<file path="src/hw/rtl/frmg_pkg.sv">
// frmg_pkg: shared constants and control types for the frame rotate/mirror/gray block.
// Used by frmg_ctrl, frmg_dp and frame_rotate_mirror_gray; no dependencies.
package frmg_pkg;

   localparam int MAX_DIM_DEF = 128;

   // register indexes on the CSR channel
   localparam int CSR_IDX_W = 2;
   localparam logic [CSR_IDX_W-1:0] CSR_WIDTH  = 2'd0;
   localparam logic [CSR_IDX_W-1:0] CSR_HEIGHT = 2'd1;
   localparam logic [CSR_IDX_W-1:0] CSR_MODE   = 2'd2;

   localparam logic [7:0] DIM_RESET = 8'd128;

   // transform modes; codes 5..7 behave as copy
   localparam logic [2:0] MODE_COPY  = 3'd0;
   localparam logic [2:0] MODE_CW    = 3'd1;
   localparam logic [2:0] MODE_CCW   = 3'd2;
   localparam logic [2:0] MODE_VFLIP = 3'd3;
   localparam logic [2:0] MODE_HFLIP = 3'd4;

   localparam logic CMD_LOAD = 1'b0;
   localparam logic CMD_EMIT = 1'b1;

   // gray weights 0.3 / 0.59 / 0.11 in unsigned Q0.16
   localparam logic [15:0] GRAY_KR = 16'd19661;
   localparam logic [15:0] GRAY_KG = 16'd38666;
   localparam logic [15:0] GRAY_KB = 16'd7209;

   typedef struct packed {
      logic capture;   // latch request payload
      logic do_load;   // write pixel, step load counters
      logic do_emit;   // read store, step emit counters
      logic do_mul;    // register gray products
      logic do_sum;    // register gray sum
   } dp_cmd_type;

   typedef struct packed {
      logic cmd_emit;
      logic frame_full;
   } dp_status_type;

endpackage

</file>
<file path="src/hw/rtl/frmg_ctrl.sv">
// frmg_ctrl: sequencer for one request at a time; drives datapath commands.
// Depends on frmg_pkg.
module frmg_ctrl
   import frmg_pkg::*;
(
   input  logic          clock,
   input  logic          reset,
   input  logic          req_valid,
   output logic          req_ready,
   output logic          rsp_valid,
   input  logic          rsp_ready,
   input  dp_status_type status,
   output dp_cmd_type    cmd
);

   typedef enum logic [5:0] {
      ST_IDLE  = 6'b000001,
      ST_LOAD  = 6'b000010,
      ST_CHECK = 6'b000100,
      ST_MUL   = 6'b001000,
      ST_SUM   = 6'b010000,
      ST_OUT   = 6'b100000
   } state_type;

   state_type state_ff;
   state_type state_in;

   assign req_ready = (state_ff == ST_IDLE);
   assign rsp_valid = (state_ff == ST_OUT);

   always_comb begin
      state_in    = state_ff;
      cmd         = '0;
      cmd.capture = req_valid && (state_ff == ST_IDLE);
      case (state_ff)
         ST_IDLE: begin
            if (req_valid) state_in = ST_CHECK;
         end
         ST_CHECK: begin
            // captured command decides; emit before a full frame is dropped
            if (!status.cmd_emit) begin
               state_in = ST_LOAD;
            end else if (status.frame_full) begin
               cmd.do_emit = 1'b1;
               state_in    = ST_MUL;
            end else begin
               state_in = ST_IDLE;
            end
         end
         ST_LOAD: begin
            cmd.do_load = 1'b1;
            state_in    = ST_IDLE;
         end
         ST_MUL: begin
            cmd.do_mul = 1'b1;
            state_in   = ST_SUM;
         end
         ST_SUM: begin
            cmd.do_sum = 1'b1;
            state_in   = ST_OUT;
         end
         ST_OUT: begin
            if (rsp_ready) state_in = ST_IDLE;
         end
         default: state_in = ST_IDLE;
      endcase
   end

   always_ff @(posedge clock) begin
      if (reset) state_ff <= ST_IDLE;
      else       state_ff <= state_in;
   end

endmodule

</file>
<file path="config.mk">
export PLATFORM = sky130hd
export DESIGN_NAME = frmg_ctrl
export DESIGN_NICKNAME = d
export VERILOG_FILES = /design/src/hw/rtl/frmg_pkg.sv /design/src/hw/rtl/frmg_ctrl.sv
export SDC_FILE = /design/constraint.sdc
export NUM_CORES = 1
export LEC_CHECK = 0
export BUFFER_PORTS_ARGS = -buffer_cell sky130_fd_sc_hd__buf_2
export CAP_MARGIN = 0
export CELL_PAD_IN_SITES_DETAIL_PLACEMENT = 1
export CELL_PAD_IN_SITES_GLOBAL_PLACEMENT = 1
export CORE_AREA = 2 2 39 41
export DETAILED_ROUTE_END_ITERATION = 12
export DIE_AREA = 0 0 41 43
export PLACE_DENSITY = 0.59
export SYNTH_ARGS = -nofsm -noshare
export SYNTH_HDL_FRONTEND = slang
export SYNTH_SLANG_ARGS = --single-unit
</file>
<file path="constraint.sdc">
create_clock -name clock -period 2.55 [get_ports clock]
set_input_delay 0.1275 -clock clock [delete_from_list [all_inputs] [get_ports clock]]
set_output_delay 0.1275 -clock clock [all_outputs]
set_load 0.01 [all_outputs]
</file>
## Word-level counts from Yosys, hierarchy flattened

Cells that the tools add are included.

- Output and inout port bits: 7
- Flip-flop bits (word level): 6
- Input port bits: 6
- Word-level logic and storage cells: 22

- Equal/unequal tests: 8
- Multiplexer cells: 11
- Reduce and logical (&&, ||, !) cells: 2

Operators with widths:

| kind | number |
|---|---|
| $pmux 6 s5 | 1 |
| $mux 6 | 3 |
| $eq 6x1->1 const B | 1 |
| $eq 6x2->1 const B | 1 |
| $eq 6x3->1 const B | 1 |
| $eq 6x4->1 const B | 1 |
| $eq 6x5->1 const B | 1 |
| $eq 6x6->1 const B | 1 |
| $mux 1 | 6 |
| $mux 4 | 1 |
| $ne 2x1->1 const B | 1 |
| $ne 2x2->1 const B | 1 |
| $reduce_and 2->1 | 1 |
| $logic_and 1x1->1 | 1 |

## Depth between registers and ports, before layout

Gate-level depths: netlist (run 1).

- Depth in word-level cells: 3
- Gate-level depth with buffers: 5
- Depth with buffers taken out: 4

## Worst setup path before layout (run 1)

Ideal clock, no wire load.

- Path kind: register -> output
- From: reg state_ff[0]
- To: out cmd[0] (netlist name)
- Path buffers: 2
- Stages on the path, launching flop included: 6
- Arrival time: 1479 ps
- Data required time: 2423 ps
- Setup slack: 943 ps
- Cells stage by stage: dfxtp_1 buf_6 or4_4 or3b_1 inv_1 buf_4

RTL lines:

| element | RTL line | text |
|---|---|---|
| start, declared | frmg_ctrl.sv:25 | `state_type state_ff;` |
| start signal, assigned | frmg_ctrl.sv:71 | `else state_ff <= state_in;` |
| end, declared | frmg_ctrl.sv:13 | `output dp_cmd_type cmd` |

==> results.tsv, run 1 <==
metric	value	unit
syn_area_per_cell	8.88	µm²
maxCapViolCount	0	
n_antenna_cell	0	
clockRootBuffer	clkbuf_4	
ys_seq_area_share	33.8	%
hold_depth	2	
r2r-start	state_ff[4]	
grt_pass1_wl	1340	µm
track_usage	11.7	%
vias	343	
cp_cell_sequence	or4_4, or3b_1, inv_1, buf_2	
row_count	14	
path_max_fanout	9	
htreeDepth	1	
firstDrtPassIters	4	
ys_ff_latch	6	
clock_sinks	6	
dp_hpwl	684	µm
placed_cell_area	413	µm²
finClkSkew	0.00547	ns
synth.net_count	46	
fmax	0.521	GHz
period_minus_slack	1.92	ns
critPathCaptureType	primary output	
port_buffers	12	
fin_nets	60	
min_delay_worst_endpoint	state_ff[2]	
timing_worst_setup_path_type	reg2out	
start_util	25.7	%
slowest_stage	or4_4	
post_cts_resized	0	
grt_overflow	0	
final_cell_mix	12 x buf_2, 6 x dfxtp_1, 4 x nand2_1	
slowest_delay	0.57	ns
drive_gt1_share	34.6	%
cts_hold_buffers	0	
die_w	41	µm
grt_pass1_vias	326	
postLayoutCellArea	435	µm²
synth_edf_count	0	
r2r_end	state_ff[0]	
yosys-top-cells-area	dfxtp_1 34%, nor4_1 5.3%, nor4b_1 4.9%	
ir_worst_vdd	0.000204	V
setup_viol	0	
cts_tree	built	
synthCells	40	
max_slew.worst_pin.slew	0.504	ns
drtIter0Drc	3	
powerDensity	550	nW/µm²
totalWireLength	859	µm
design.core.area	1380	µm²
ys_warn_count	0	
ys_types	25	
drc	0	
r2r_slack	0.83	ns
syn2layout_area_growth	22.5	%
grt_antenna_before_repair	0	
synth_top_area_share	33.8	%
p_leak	0.200	nW
power	0.000240	W
outcome	complete, no violations	
clkTransAtPathRegs	0.05	ns
met3WireLength	53	µm
path_buf_inv	2	
hold_path_class	in2reg	
clock_path_buffers	2	
tns	0	ns
wl_met2	389	µm
required	2.42	ns
slew_viol_final	0	
hold_viol_final	0	
synth_area	355	µm²
largest_register_ffs	6	
path_delay_family	simple AND/OR/NAND/NOR gates	
relSlewSlack	66.1	%
clk_latency	0.25	ns
ant_nets	0	
rr_worst_depth	4	
ys.flop_type	dfxtp_1	
min_from	reset	
holdWs	0.0544	ns
regMostFlops	state_ff	
largest_registers	state_ff (6)	
wl_met1	401	µm
critPathArrivalTime	1.79	ns
synth_top_cell_by_area	dfxtp_1	
num_io_pins	13	
final_common_cell	buf_2	
top_layer	met4	
rsz0062_at_grt	no	
async_flop_share	0	%
post-cts-setup-buffers	0	
dieArea	1760	µm²
start_kind	flip-flop	
wl_per_cell	12.6	µm
place_congestion	0.683	
grt_max_degree	10	
die_y	43	µm
finalCritPeriodShare	75.3	%
numCtsBuffers	3	
viasPerCell	5.04	
-- synthesized netlist by cell type (2+ instances only) --
library cell	n
inv_1	3
nor4_1	3
nor4b_1	2
dfxtp_1	6
and3_1	2
nand2_1	4
nor3b_1	2
-- where the power goes --
part | internal [W] | switching (W) | total [W] | leakage (nW)
Combinational | 0.0000231 | 0.0000197 | 0.0000428 | 0.138
Sequential | 0.0000981 | 0.00000970 | 0.000108 | 0.0488
Clock | 0.0000533 | 0.0000357 | 0.0000891 | 0.0138
-- area by class of cell --
cell class | instances | area (µm²)
clock buffers | 3 | 22.5
flip-flops and latches | 6 | 120
inverters | 3 | 11.3
multi-input cells | 28 | 201
fillers | 175 | 948
repair buffers | 12 | 60.1
well taps | 16 | 20.0
-- per-layer routing --
metal	global-route usage, %	vias up
li1	-	173
met1	13.5	153
met2	16.9	15
met3	6.28	2
met4	6.00	0
met5	0	-
-- worst max-delay path by stage --
stage	slack, ns	to	cells after the start	from
after floorplan	0.94	cmd[0]	5	state_ff[0]
after global placement	0.88	cmd[0]	4	state_ff[0]
after detailed placement	0.86	state_ff[0]	4	state_ff[4]
after CTS	0.60	cmd[0]	4	state_ff[0]
after global routing	0.54	cmd[0]	4	state_ff[0]
final	0.63	cmd[0]	4	state_ff[0]
-- stage by stage --
stage	cells	setup WS [ns]	util (%)
final	68	0.630	31.5
after global routing	68	0.537	31.5
after floorplan	40	0.943	-
after CTS	68	0.603	31.5
after global placement	65	0.878	29.8
after detailed placement	65	0.858	29.8
-- worst reg2reg max path, stage by stage (launching register included) --
cell	delay [ns]
dfxtp_1	0.36
nor4_1	0.50
or4b_4	0.56
o41ai_1	0.08
nand2_1	0.09
-- logic make-up after synthesis --
logic type,Yosys count,share of synthesized area (%)
buffers and inverters,6,9.51
and+or+nand+nor,23,45.1
AOI/OAI and AO/OA,4,9.16
xor gates and xnor gates,1,2.47
DFF,6,33.8
Power figures use the tool's default switching activity.
==> inputs of run 2 (changes only) <==
==> constraint.sdc (replaced) <==
create_clock -name clock -period 2 [get_ports clock]
set_input_delay 0.1 -clock clock [delete_from_list [all_inputs] [get_ports clock]]
set_output_delay 0.1 -clock clock [all_outputs]
set_load 0.01 [all_outputs]
==> results.tsv, run 2 (same netlist as run 1, synthesis figures left out) <==
metric	value	unit
outcome	complete, no violations	
drc	0	
start_kind	flip-flop	
num_io_pins	13	
timing_worst_setup_path_type	reg2out	
critPathCaptureType	primary output	
fmax	0.537	GHz
hold_depth	2	
die_w	41	µm
fillers	173	
worst-path-stages	4	
die_y	43	µm
clockRootBuffer	clkbuf_4	
n_antenna_cell	0	
wl_per_cell	12.0	µm
row_count	14	
totalWireLength	830	µm
place_congestion	0.700	
hold_viol_final	0	
max_slew.worst_pin.slew	0.448	ns
maxCapViolCount	0	
powerDensity	691	nW/µm²
holdWs	0.0381	ns
htreeDepth	1	
rr_worst_depth	4	
syn2layout_area_growth	24.6	%
final_common_cell	buf_2	
clock_sinks	6	
required	1.90	ns
place_ws	0.388	ns
track_usage	11.7	%
fin_ws	0.139	ns
largest_register_ffs	6	
numCtsBuffers	3	
viasPerCell	4.84	
setup_viol	0	
final_cell_mix	12 x buf_2, 6 x dfxtp_1, 4 x nand2_1	
path_buf_inv	2	
firstDrtPassIters	1	
p_leak	0.205	nW
drive_gt1_share	35.8	%
clk_latency	0.24	ns
post-cts-setup-buffers	0	
hold_path_class	in2reg	
port_buffers	12	
ir_worst_vdd	0.000309	V
critPathArrivalTime	1.76	ns
slew_viol_final	0	
grt_overflow	0	
finalCritPeriodShare	93.1	%
grt_max_degree	10	
ant_nets	0	
post_cts_resized	0	
start_util	25.7	%
drtIter0Drc	0	
slowest_stage	or4_4	
regMostFlops	state_ff	
largest_registers	state_ff (6)	
clock_path_buffers	2	
tns	0	ns
cp_cell_sequence	or4_4, or3b_1, inv_1, buf_2	
grt_pass1_wl	1390	µm
grt_antenna_before_repair	0	
finClkSkew	0.00175	ns
cts_hold_buffers	0	
period_minus_slack	1.86	ns
cts_tree	built	
relSlewSlack	69.8	%
fin_nets	61	
slowest_delay	0.56	ns
design.core.area	1380	µm²
path_max_fanout	9	
clkTransAtPathRegs	0.05	ns
path_delay_family	simple AND/OR/NAND/NOR gates	
dieArea	1760	µm²
rsz0062_at_grt	no	
final_util	32.0	%
grt_pass1_vias	321	
vias	334	
## run 2: path summary, 6_finish.rpt
kind / slack, ns / from / endpoint
min reg2reg: 0.54 / state_ff[1] / state_ff[1]
max reg2reg: 0.40 / state_ff[3] / state_ff[0]
min: 0.04 / reset / state_ff[2]
max: 0.14 / state_ff[0] / cmd[0]
## run 2: per-stage QoR
| step | cells | total power, W | instance area, µm² |
|---|---|---|---|
| final | 69 | 0.000306 | 443 |
| after global placement | 66 | 0.000197 | 420 |
| after CTS | 69 | 0.000311 | 443 |
| after detailed placement | 66 | 0.000198 | 420 |
| after global routing | 69 | 0.000334 | 443 |
| after floorplan | 40 | 0.000181 | 355 |
## run 2: where the power goes
group          leakage [nW]  internal [W]  switching, W
registers            0.0488      0.000125     0.0000114
logic                 0.142     0.0000316     0.0000266
clock network        0.0138     0.0000679     0.0000435
total                 0.205      0.000225     0.0000815
## run 2: layout make-up
class | instances | area [µm²] | area share (%)
well taps | 16 | 20.0 | 4.52
repair buffers | 13 | 67.6 | 15.3
inverters | 3 | 11.3 | 2.54
flip-flops and latches | 6 | 120 | 27.1
clock buffers | 3 | 22.5 | 5.08
multi-input cells | 28 | 201 | 45.5
## run 2: layer usage
layer	GRT usage (%)	wire, µm
met3	6.28	21
met2	15.6	389
met1	16.5	419
met5	0	0
met4	2.00	0
